--- src/sv/dcsl_pkg.sv ---
// ----------------------------------------------------------------------------
// dcsl_pkg
// Shared types, constants and helpers of the dual-core slot time latch.
// ----------------------------------------------------------------------------
`default_nettype none
package dcsl_pkg;

    localparam int CORE_W = 171;
    localparam int IN_W   = 344;
    localparam int OUT_W  = 48;

    localparam logic [19:0] MHZ_SCALE = 20'd1000000;
    localparam logic [31:0] DELTA_LIM = 32'h7FFF_FFFF;
    localparam logic [63:0] U64_MAX   = 64'hFFFF_FFFF_FFFF_FFFF;

    localparam logic [1:0] REG_TICK_RATE = 2'd0;
    localparam logic [1:0] REG_HALF_SLOT = 2'd1;
    localparam logic [1:0] REG_CNT_MASK  = 2'd2;

    typedef enum logic [3:0] {
        OP_IDLE,
        OP_LOAD,
        OP_TOTAL,
        OP_SUM,
        OP_DIV_CYC,
        OP_MUL_LO,
        OP_MUL_HI,
        OP_DIV_FRAC,
        OP_CORE_END,
        OP_DIV_SLOT,
        OP_OUT
    } t_op;

    typedef struct packed {
        t_op  op;
        logic core;
    } t_cmd;

    typedef struct packed {
        logic div_busy;
        logic out_valid;
    } t_sts;

    typedef struct packed {
        logic [26:0] tick_rate;
        logic [15:0] half_slot;
        logic [31:0] mask;
    } t_cfg;

    function automatic logic [63:0] sat_add(input logic [63:0] a, input logic [63:0] b);
        logic [64:0] s;
        s = {1'b0, a} + {1'b0, b};
        return s[64] ? U64_MAX : s[63:0];
    endfunction

endpackage
`default_nettype wire

--- src/sv/dcsl_ctrl.sv ---
// ----------------------------------------------------------------------------
// dcsl_ctrl
// Sequencer: walks both cores through total update, divides and multiplies.
// ----------------------------------------------------------------------------
`default_nettype none
module dcsl_ctrl import dcsl_pkg::*; (
    input  wire logic i_clk,
    input  wire logic i_rst_n,
    input  wire logic i_in_valid,
    input  wire logic i_out_take,
    input  wire t_sts i_sts,
    output logic      o_in_ready,
    output t_cmd      o_cmd
);

    typedef enum logic [3:0] {
        S_IDLE, S_TOTAL, S_SUM, S_DCYC, S_WCYC, S_MLO, S_MHI,
        S_DFRAC, S_WFRAC, S_CEND, S_DSLOT, S_WSLOT, S_OUT
    } t_state;

    t_state r_state;
    logic   r_core;
    logic   w_room;

    assign w_room = !i_sts.out_valid || i_out_take;

    always_ff @(posedge i_clk) begin
        if (!i_rst_n) begin
            r_state <= S_IDLE;
            r_core  <= 1'b0;
        end else begin
            case (r_state)
                S_IDLE: begin
                    if (i_in_valid) begin
                        r_core  <= 1'b0;
                        r_state <= S_TOTAL;
                    end
                end
                S_TOTAL: r_state <= S_SUM;
                S_SUM:   r_state <= S_DCYC;
                S_DCYC:  r_state <= S_WCYC;
                S_WCYC: begin
                    if (!i_sts.div_busy) begin
                        r_state <= S_MLO;
                    end
                end
                S_MLO:   r_state <= S_MHI;
                S_MHI:   r_state <= S_DFRAC;
                S_DFRAC: r_state <= S_WFRAC;
                S_WFRAC: begin
                    if (!i_sts.div_busy) begin
                        r_state <= S_CEND;
                    end
                end
                S_CEND: begin
                    if (!r_core) begin
                        r_core  <= 1'b1;
                        r_state <= S_TOTAL;
                    end else begin
                        r_state <= S_DSLOT;
                    end
                end
                S_DSLOT: r_state <= S_WSLOT;
                S_WSLOT: begin
                    if (!i_sts.div_busy) begin
                        r_state <= S_OUT;
                    end
                end
                S_OUT: begin
                    if (w_room) begin
                        r_state <= S_IDLE;
                    end
                end
                default: r_state <= S_IDLE;
            endcase
        end
    end

    always_comb begin
        o_cmd.core = r_core;
        case (r_state)
            S_IDLE:  o_cmd.op = i_in_valid ? OP_LOAD : OP_IDLE;
            S_TOTAL: o_cmd.op = OP_TOTAL;
            S_SUM:   o_cmd.op = OP_SUM;
            S_DCYC:  o_cmd.op = OP_DIV_CYC;
            S_MLO:   o_cmd.op = OP_MUL_LO;
            S_MHI:   o_cmd.op = OP_MUL_HI;
            S_DFRAC: o_cmd.op = OP_DIV_FRAC;
            S_CEND:  o_cmd.op = OP_CORE_END;
            S_DSLOT: o_cmd.op = OP_DIV_SLOT;
            S_OUT:   o_cmd.op = w_room ? OP_OUT : OP_IDLE;
            default: o_cmd.op = OP_IDLE;
        endcase
    end

    assign o_in_ready = (r_state == S_IDLE);

endmodule
`default_nettype wire

--- config.mk ---
export PLATFORM = sky130hd
export DESIGN_NAME = dcsl_ctrl
export DESIGN_NICKNAME = d
export VERILOG_FILES = /design/src/sv/dcsl_pkg.sv /design/src/sv/dcsl_ctrl.sv
export SDC_FILE = /design/constraint.sdc
export NUM_CORES = 1
export LEC_CHECK = 0
export BUFFER_PORTS_ARGS = -buffer_cell sky130_fd_sc_hd__buf_2
export CAP_MARGIN = 20
export CORE_AREA = 2 2 39 41
export CTS_CLUSTER_SIZE = 30
export DETAILED_ROUTE_END_ITERATION = 7
export DIE_AREA = 0 0 41 43
export GPL_TIMING_DRIVEN = 0
export PLACE_DENSITY = 0.54
export SYNTH_ARGS = -nofsm -noshare
export SYNTH_HDL_FRONTEND = slang
export SYNTH_SLANG_ARGS = --single-unit
--- constraint.sdc ---
create_clock -name i_clk -period 2.5 [get_ports i_clk]
set_input_delay 0.5 -clock i_clk [delete_from_list [all_inputs] [get_ports i_clk]]
set_output_delay 0.5 -clock i_clk [all_outputs]
set_load 0.005 [all_outputs]
==> run metrics, run 1 <==
Final setup viols=0; I/O Pins=12; asr flop ratio synth=0; Root Buffer=clkbuf_4; share of cells above drive strength 1=0.284; post-synthesis area per instance=between 6 and 7 µm²; LEAKAGE=between 0.2 and 0.25 nW; fin. max-slew vios=0; drt via density=5.26; H-tree Lvls=1; Worst-Skew Late Latency=0.25 ns; die height=43 µm; normalized max-slew margin=0.753; Reg clk slew, reported paths=0.05 ns; CTS tree=built; Worst Hold Margin=0.542 ns; Worst Hold Path Cells=3; dpl ws=around 0.71 ns; register area share after synthesis=0.217; Worst Setup Start Kind=register; setup TNS=0 ns; Antenna Nets Post-Route=0; initial antenna violation count=0; EDFF count, synth=0; sequential standard cell area=roughly 100 µm²; number of diodes=0; placed insts=between 90 and 100; first-pass GRT wire length=1640 µm; PostCTS Resize Cnt=0; Syn Inst Count=66; hold endpoint=r_state[1]$_SDFFE_PN0P_; Chip Width=41 µm; port bufs=11; first drt pass iteration count=4; crit share post-route=0.815; vias in the first global route=388; critical path fanouts, max=10; crit path kind=register to output port; CTS Sinks=5; status=finished clean; Power Total=0.296 mW; initial core utilization=0.334; YS warnings=0; die area=approximately 0.0018 mm²; P&R area growth vs syn=22.0%; placed wire-length estimate=~770 µm; Syn Nets=72; total track usage=0.136; Synth Flop Type=dfxtp_1; DRC=0; fin cells=97; VDD IR max=0.370 mV; FF-to-FF Start=r_state[1]$_SDFFE_PN0P_; worst path required time=2.00 ns; Hold-fix buffers, CTS=0; unrepaired setup endpoints after global routing=no; FF-to-FF setup slack=1.21 ns; wire per inst=10.5 µm; slack of the critical path=0.464 ns; Worst Reg-to-Reg Cells=5; reg2reg end=r_state[3]$_SDFFE_PN0P_; Hold Startpoint=i_rst_n; DRT iter0 DRCs=6; GR Overflow Total=0; Num CTS Buffers=3; GP Congestion=0.782; P per Cell Area=526 mW/mm²; Worst Tran Pin Value=0.371 ns; max_cap viols=0; FP Rows=14; largest net degree at the start of global routing=11; Core Region=0.00138 mm²; Final Hold Viols=0; Clock Path Buffers=2; fin nets=88; number of fill cells=155; Vias=between 500 and 600; Clock Skews=0.00619 ns; Max Clock Freq=about 490 MHz; CP endpoint kind=output port; synthesized cell area=462 µm²; number of synthesized register bits=5; Yosys cell types=31; hold crit path type=input port to register; WL final=1020 µm; Post-CTS Setup Repair Bufs=0; Arr. time, crit path=1.54 ns; Period minus WS final=2.04 ns; area of the multi-input gates=313 µm²
layer usage:
metal  global-route usage  routed length, µm
met2                0.172                508
met5                    0                  0
met3               0.0628                 50
met1                0.200                463
met4               0.0400                  0
final cells by class:
cell class	count	share of cell area
buffer	7	0.0733
clock buffer	4	0.0467
inverter	2	0.0133
multi-input combinational	52	0.556
sequential	5	0.178
tap	16	0.0356
timing repair buffer	11	0.0978
cells by family (layout without fill, tap and decap cells):
kind of cell,after synthesis,count (layout),synth area share
buffers and inverters,9,24,0.106
XOR/XNOR,1,1,0.0190
AO/OA/AOI/OAI,22,22,0.312
flip-flops,5,5,0.217
AND/OR/NAND/NOR,28,28,0.325
multiplexers,1,1,0.0217
cell usage in the layout, fill, tap and decap left out, drive strengths merged, types with 2 or more instances in the layout:
master,n
o22ai,2
o21ai,4
nand2,8
clkbuf,6
buf,16
nand2b,3
o31ai,2
dfxtp,5
nor2b,2
nand3b,2
nor2,5
a21boi,2
nand3,2
inv,2
a21oi,9
how the worst max path moves through the flow:
stage | start | end | slack [ns] | depth (start not counted)
3_5_place_dp | r_state[1]$_SDFFE_PN0P_ | o_cmd[4] | 0.71 | 6
2_1_floorplan | r_state[1]$_SDFFE_PN0P_ | o_cmd[4] | 0.98 | 5
6_report | r_state[1]$_SDFFE_PN0P_ | o_cmd[4] | 0.46 | 6
4_1_cts | r_state[1]$_SDFFE_PN0P_ | o_cmd[4] | 0.44 | 6
5_1_grt | r_state[1]$_SDFFE_PN0P_ | o_cmd[4] | 0.28 | 6
3_3_place_gp | r_state[2]$_SDFFE_PN0P_ | o_cmd[2] | 0.70 | 6
sequential cells by signal, summed over array words and instances (netlist names):
name and count:
r_state 4, r_core 1
cells in the mapped netlist, types with 2 or more instances:
cell type	number	share of area
nand2b_1	3	0.041
o21ai_0	2	0.022
a21oi_1	9	0.098
nand3b_1	2	0.033
o31ai_1	2	0.033
nor2_1	5	0.041
nor2b_1	2	0.027
a21boi_1	2	0.033
buf_2	3	0.033
dfxtp_1	5	0.22
clkbuf_1	2	0.016
o22ai_1	2	0.027
nand2_1	8	0.065
nand3_1	2	0.022
stage by stage:
stage                util  instance area, µm²
floorplan               -                 462
global placement    0.388                 537
detailed placement  0.388                 537
CTS                 0.407                 563
global route        0.407                 563
finish              0.407                 563
where the power goes:
| group | internal [mW] | switching (mW) |
|---|---|---|
| Sequential | 0.0866 | 0.00725 |
| Combinational | 0.0511 | 0.0571 |
| Clock | 0.0604 | 0.0337 |
| Total | 0.198 | 0.0980 |
worst max-delay path, stage by stage (launching register included):
cell,delay (ns)
dfxtp_1,0.30
clkbuf_1,0.27
buf_2,0.27
nand2_1,0.07
a21oi_1,0.15
o21a_1,0.13
buf_2,0.10
No activity file was read; power rests on OpenSTA's default activity.
==> run 2, diff against run 1 <==
Clock period 2.5 ns to 2.1 ns, I/O delays scaled along.
==> run 2 against run 1 <==
Largest power group unchanged. Core utilization decreased by 0.27 points. Setup slack got worse by 0.31 ns. Combinational power increased by 14%. Register-to-register slack got worse by 0.38 ns. Critical path type unchanged. Worst hold slack got worse by 0.076 ns. Power increased by 19%. Via count decreased by 2.5%. Non-clock buffer count decreased by 1. Flip-flop and latch count unchanged. Die area unchanged.
==> run metrics, run 2 (synthesis results as in run 1) <==
status=finished clean; wire per inst=10.6 µm (+0.55%); Core Region=0.00138 mm² (unchanged); VDD IR max=0.441 mV (+19%); drt via density=5.18 (-1.5%); fin. max-slew vios=0 (unchanged); top sig layer=met3; Vias=497 (-2.5%); Worst Tran Pin Value=0.394 ns (+0.0227 ns); initial core utilization=0.334 (unchanged); Design Area, Final=559 µm² (-0.67%); unrepaired setup endpoints after global routing=no; WL final=1020 µm (-0.49%); worst path required time=1.68 ns (-0.32 ns); Reg clk slew, reported paths=0.04 ns (about the same); die area=0.00176 mm² (unchanged); largest net degree at the start of global routing=11 (unchanged); H-tree Lvls=1 (unchanged); biggest regs=r_state: 4 flops, r_core: 1 flops; max FFs per register=4 (unchanged); Worst Setup Start Kind=register; Chip Width=41 µm (unchanged); Setup crit end=o_cmd[2]; met2 WL=491 µm (-3.3%); critical path fanouts, max=10 (unchanged); P&R area growth vs syn=21.1%; hold crit path type=input port to register; die height=43 µm (unchanged); initial antenna violation count=0 (unchanged); Critical-path top delay cell=dfxtp_1; setup TNS=0 ns (unchanged); WP depth=5 (-1); FF-to-FF setup slack=0.83 ns (-0.38 ns); family with the most delay on the worst path=buffers and inverters; most common cell after layout, fill and taps aside=buf_2; FP Rows=14 (unchanged); GR Overflow Total=0 (unchanged); Period minus WS final=1.95 ns; crit share post-route=0.927; P per Cell Area=627 mW/mm² (+19%); Power Total=0.351 mW (+19%); post-layout util=0.404 (-0.00271); vias in the first global route=388 (unchanged); crit path from=r_state[0]$_SDFFE_PN0P_; Arr. time, crit path=1.53 ns (about the same); Num CTS Buffers=3 (unchanged); Max Clock Freq=514 MHz; placed wire-length estimate=769 µm (unchanged); Final Hold Viols=0 (unchanged); max_cap viols=0 (unchanged); GP Congestion=0.782 (unchanged); port bufs=11 (unchanged); placed insts=93 (unchanged); Final setup viols=0 (unchanged); normalized max-slew margin=0.737 (-0.0152); LEAKAGE=0.231 nW (-0.51%); Clock Skews=0.00510 ns (-0.00108 ns); most frequent cells in the layout=buf_2, a21oi_1, nand2_1; DP Area=537 µm² (unchanged); Root Buffer=clkbuf_4; Worst Reg-to-Reg Cells=5 (unchanged); CTS Sinks=5 (unchanged); fin cells=96 (-1.0%); PostCTS Resize Cnt=0 (unchanged); metal3 WL=44 µm (-12%); crit path kind=register to output port; Antenna Nets Post-Route=0 (unchanged); critical-path cell list=clkbuf_1, and2_1, a21oi_1, o22ai_1, buf_2; DRT iter0 DRCs=8 (+2); CP bufs+invs=2 (-1); Hold-fix buffers, CTS=0 (unchanged); CP endpoint kind=output port; Clock Path Buffers=2 (unchanged); I/O Pins=12 (unchanged); CP max stage delay=0.42 ns (+0.12 ns); met1 WL=480 µm (+3.7%); first-pass GRT wire length=1640 µm (unchanged); Post-CTS Setup Repair Bufs=0 (unchanged); Largest Register=r_state; DRC=0 (unchanged); first drt pass iteration count=4 (unchanged); CTS tree=built; Worst-Skew Late Latency=0.24 ns (about the same); fin nets=87 (-1.1%); share of cells above drive strength 1=0.288 (+0.00355); FF-to-FF Start=r_state[3]$_SDFFE_PN0P_; total track usage=0.136 (unchanged); reg2reg end=r_state[3]$_SDFFE_PN0P_; number of diodes=0 (unchanged)
[run 2: how the worst min path moves through the flow]
stage	from	to	slack [ns]	depth (start not counted)
floorplan	r_core$_SDFFE_PN0P_	r_core$_SDFFE_PN0P_	0.52	2
global placement	r_core$_SDFFE_PN0P_	r_core$_SDFFE_PN0P_	0.56	2
detailed placement	r_core$_SDFFE_PN0P_	r_core$_SDFFE_PN0P_	0.56	2
CTS	i_rst_n	r_state[1]$_SDFFE_PN0P_	0.46	3
global route	i_rst_n	r_state[1]$_SDFFE_PN0P_	0.48	3
finish	i_rst_n	r_state[1]$_SDFFE_PN0P_	0.47	3
[run 2: layout make-up]
class                   instances  area [µm²]
fillers                       154         825
multi-input cells              52         313
flip-flops and latches          5         100
repair buffers                 11        55.1
plain buffers                   6        37.5
clock buffers                   4        26.3
well taps                      16        20.0
inverters                       2        7.51
[run 2: metal layers]
metal	GRT usage	up-vias
li1	-	265
met1	0.200	223
met2	0.172	9
met3	0.0628	0
met4	0.0400	0
met5	0	-
[run 2: metrics by stage]
| step | hold WS, ns | setup WS (ns) |
|---|---|---|
| floorplan | 0.523 | 0.662 |
| detailed placement | 0.555 | 0.392 |
| global placement | 0.565 | 0.382 |
| CTS | 0.459 | 0.122 |
| global route | 0.476 | 0.0557 |
| finish | 0.466 | 0.154 |
[run 2: power breakdown]
part,internal [mW],switching [mW]
registers,0.103,0.0135
logic,0.0598,0.0634
clock network,0.0718,0.0392
[run 2: tightest hold or removal path, stage by stage]
cell     delay (ns)
buf_2          0.14
nand2_1        0.06
nor3_1         0.04
==> run 3, diff against run 2 <==
Settings changed: ABC_AREA set to 1, PLACE_DENSITY 0.54 to 0.5.
==> run 3 against run 2 <==
Worst hold slack better by 0.030 ns. Global-route usage is 0.42 points higher. Core utilization is 3.3 points lower. Setup slack better by 0.17 ns. Largest cell class unchanged. Clock power is 5% lower. Power is 6.4% lower. Fmax is 9.4% higher. Via count is 2.0% lower.
==> run metrics, run 3 <==
Reg clk slew, reported paths=0.04 ns (about the same); clock power share=0.323 (+0.007); Synth Flop Type=dfxtp_1; top cell type's share of synthesized area=0.243 (+0.0264); post-layout util=0.371 (-0.0335); GR Overflow Total=0 (unchanged); crit share post-route=0.847 (-0.0796); Vias=487 (-2.0%); most common cell after layout, fill and taps aside=nand2_1; Syn Nets=78 (+8.3%); die area=0.00176 mm² (unchanged); YS warnings=0 (unchanged); LEAKAGE=0.272 nW (+18%); sequential standard cell area=100 µm² (unchanged); number of synthesized register bits=5 (unchanged); most frequent cells in the layout=nand2_1, buf_2, nand3_1; unrepaired setup endpoints after global routing=no; FP Rows=14 (unchanged); most frequent cell after synthesis=nand2_1; CTS Sinks=5 (unchanged); vias in the first global route=414 (+6.7%); Root Buffer=clkbuf_4; status=finished clean; DP Area=487 µm² (-9.3%); number of diodes=0 (unchanged); CP endpoint kind=output port; first drt pass iteration count=4 (unchanged); Arr. time, crit path=1.36 ns (-0.17 ns); fin nets=94 (+8.0%); Core Region=0.00138 mm² (unchanged); fin cells=103 (+7.3%); Worst Hold Margin=0.496 ns (+0.0297 ns); dpl ws=0.581 ns (+0.189 ns); Worst Setup Start Kind=register; H-tree Lvls=1 (unchanged); die height=43 µm (unchanged); placed wire-length estimate=820 µm (+6.7%); initial core utilization=0.297 (-0.0362); Pint=0.217 mW (-7.6%); worst path required time=1.68 ns (about the same); critical-path cell list=buf_2, nor2_2, inv_2, nor2_1, nand2_1, nand2_1, buf_2; number of fill cells=164 (+6.5%); biggest regs=r_state: 4 flops, r_core: 1 flops; Post-CTS Setup Repair Bufs=0 (unchanged); post-synthesis area per instance=5.72 µm² (-18%); most instantiated cells after synthesis=nand2_1, nand3_1, inv_2, nor2_1; Chip Width=41 µm (unchanged); Power Total=0.329 mW (-6.4%); sequential share of power=0.336 (+0.004); max FFs per register=4 (unchanged); Final Hold Viols=0 (unchanged); hold crit path type=input port to register; initial antenna violation count=0 (unchanged); CP max stage delay=0.29 ns (-0.13 ns); asr flop ratio synth=0 (unchanged); family with the most delay on the worst path=simple AND/OR/NAND/NOR gates; Clock Skews=0.00103 ns (-0.00408 ns); VDD IR max=0.274 mV (-38%); I/O Pins=12 (unchanged); Num CTS Buffers=3 (unchanged); Syn Inst Count=72 (+9.1%); Max Clock Freq=562 MHz (+9.4%); synth top area cells=dfxtp_1, nand2_1, nand3_1, inv_2, nor2_1; switch share=0.340 (+0.00883); DRT iter0 DRCs=18 (+10); WL final=989 µm (-2.7%); fin. max-slew vios=0 (unchanged); placed insts=99 (+6.5%); largest area contributor in the netlist=dfxtp_1; Largest Register=r_state; share of cells above drive strength 1=0.310 (+0.0228); Antenna Nets Post-Route=0 (unchanged); largest net degree at the start of global routing=10 (-1); CTS tree=built; Final setup viols=0 (unchanged); port bufs=11 (unchanged); GP Congestion=0.805 (+3.0%); Hold-fix buffers, CTS=0 (unchanged); Design Area, Final=513 µm² (-8.3%); area of the multi-input gates=258 µm² (-18%); NetSw=0.112 mW (-3.9%); Worst-Skew Late Latency=0.23 ns (about the same); Period minus WS final=1.78 ns (-0.167 ns); EDFF count, synth=0 (unchanged); Worst Tran Pin Value=0.266 ns (-0.128 ns); DRC=0 (unchanged); first-pass GRT wire length=1680 µm (+2.5%); Yosys cell types=18 (-42%); drt via density=4.73 (-8.7%); normalized max-slew margin=0.822 (+0.0845); slack of the critical path=0.321 ns (+0.167 ns); wire per inst=9.60 µm (-9.3%); Comb power frac=0.341 (-0.010); Clock Path Buffers=2 (unchanged); max_cap viols=0 (unchanged); P per Cell Area=640 mW/mm² (+2.1%); crit path kind=register to output port; synthesized cell area=412 µm² (-11%); PostCTS Resize Cnt=0 (unchanged); register area share after synthesis=0.243 (+0.0264); setup TNS=0 ns (unchanged); total track usage=0.140 (+0.00416); CP bufs+invs=3 (+1); P&R area growth vs syn=24.6%; critical path fanouts, max=9 (-1); Critical-path top delay cell=dfxtp_1
==> run 3: cell types whose count changed after synthesis, moves of 3 or more <==
cell	before	now
inv_2	1	6
inv_1	1	5
nand2b_1	3	0
a21oi_1	9	4
nand2_1	8	21
nand3_1	2	7
nand2_2	0	3
==> run 3: power by group through the flow <==
stage | sequential (mW) | clock (mW) | combinational (mW)
detailed placement | 0.111 | 0 | 0.112
global route | 0.111 | 0.119 | 0.131
finish | 0.110 | 0.106 | 0.112
global placement | 0.112 | 0 | 0.111
CTS | 0.110 | 0.113 | 0.112
floorplan | 0.110 | 0 | 0.0784
==> run 3: layer usage <==
layer / routed length (µm) / vias up / global-route usage / part of all wire
met2: 484 / 10 / 0.209 / 0.49
met5: 0 / - / 0 / 0
met1: 469 / 211 / 0.175 / 0.47
li1: - / 266 / - / -
met3: 36 / 0 / 0.0314 / 0.036
met4: 0 / 0 / 0.0800 / 0
==> run 3: area by class of cell <==
type / instances / share of cell area
repair buffers: 11 / 0.107
inverters: 11 / 0.0805
multi-input cells: 54 / 0.502
clock buffers: 4 / 0.0512
plain buffers: 2 / 0.0244
flip-flops and latches: 5 / 0.195
well taps: 16 / 0.0390
==> run 3: path summary, 6_finish.rpt <==
path	cells after the start	to	from	slack [ns]
setup / recovery	7	o_cmd[1]	r_state[0]$_SDFFE_PN0P_	0.32
hold reg to reg	2	r_core$_SDFFE_PN0P_	r_core$_SDFFE_PN0P_	0.51
hold / removal	3	r_state[2]$_SDFFE_PN0P_	i_rst_n	0.50
setup reg to reg	6	r_state[2]$_SDFFE_PN0P_	r_state[2]$_SDFFE_PN0P_	0.86
==> run 3: kinds of logic (layout without fill, tap and decap cells) <==
group,count (synthesis),count (layout),synth area share
and+or+nand+nor,42,42,0.456
buffers and inverters,13,28,0.131
AOI/OAI and AO/OA,12,12,0.170
DFF,5,5,0.243
==> run 3: worst register-to-register path, delay by kind of cell, from the launching register on <==
| kind | cells | cell delay [ns] |
|---|---|---|
| flip-flops | 1 | 0.46 |
| AO/OA/AOI/OAI | 2 | 0.22 |
| buffers and inverters | 1 | 0.09 |
| AND/OR/NAND/NOR | 3 | 0.41 |
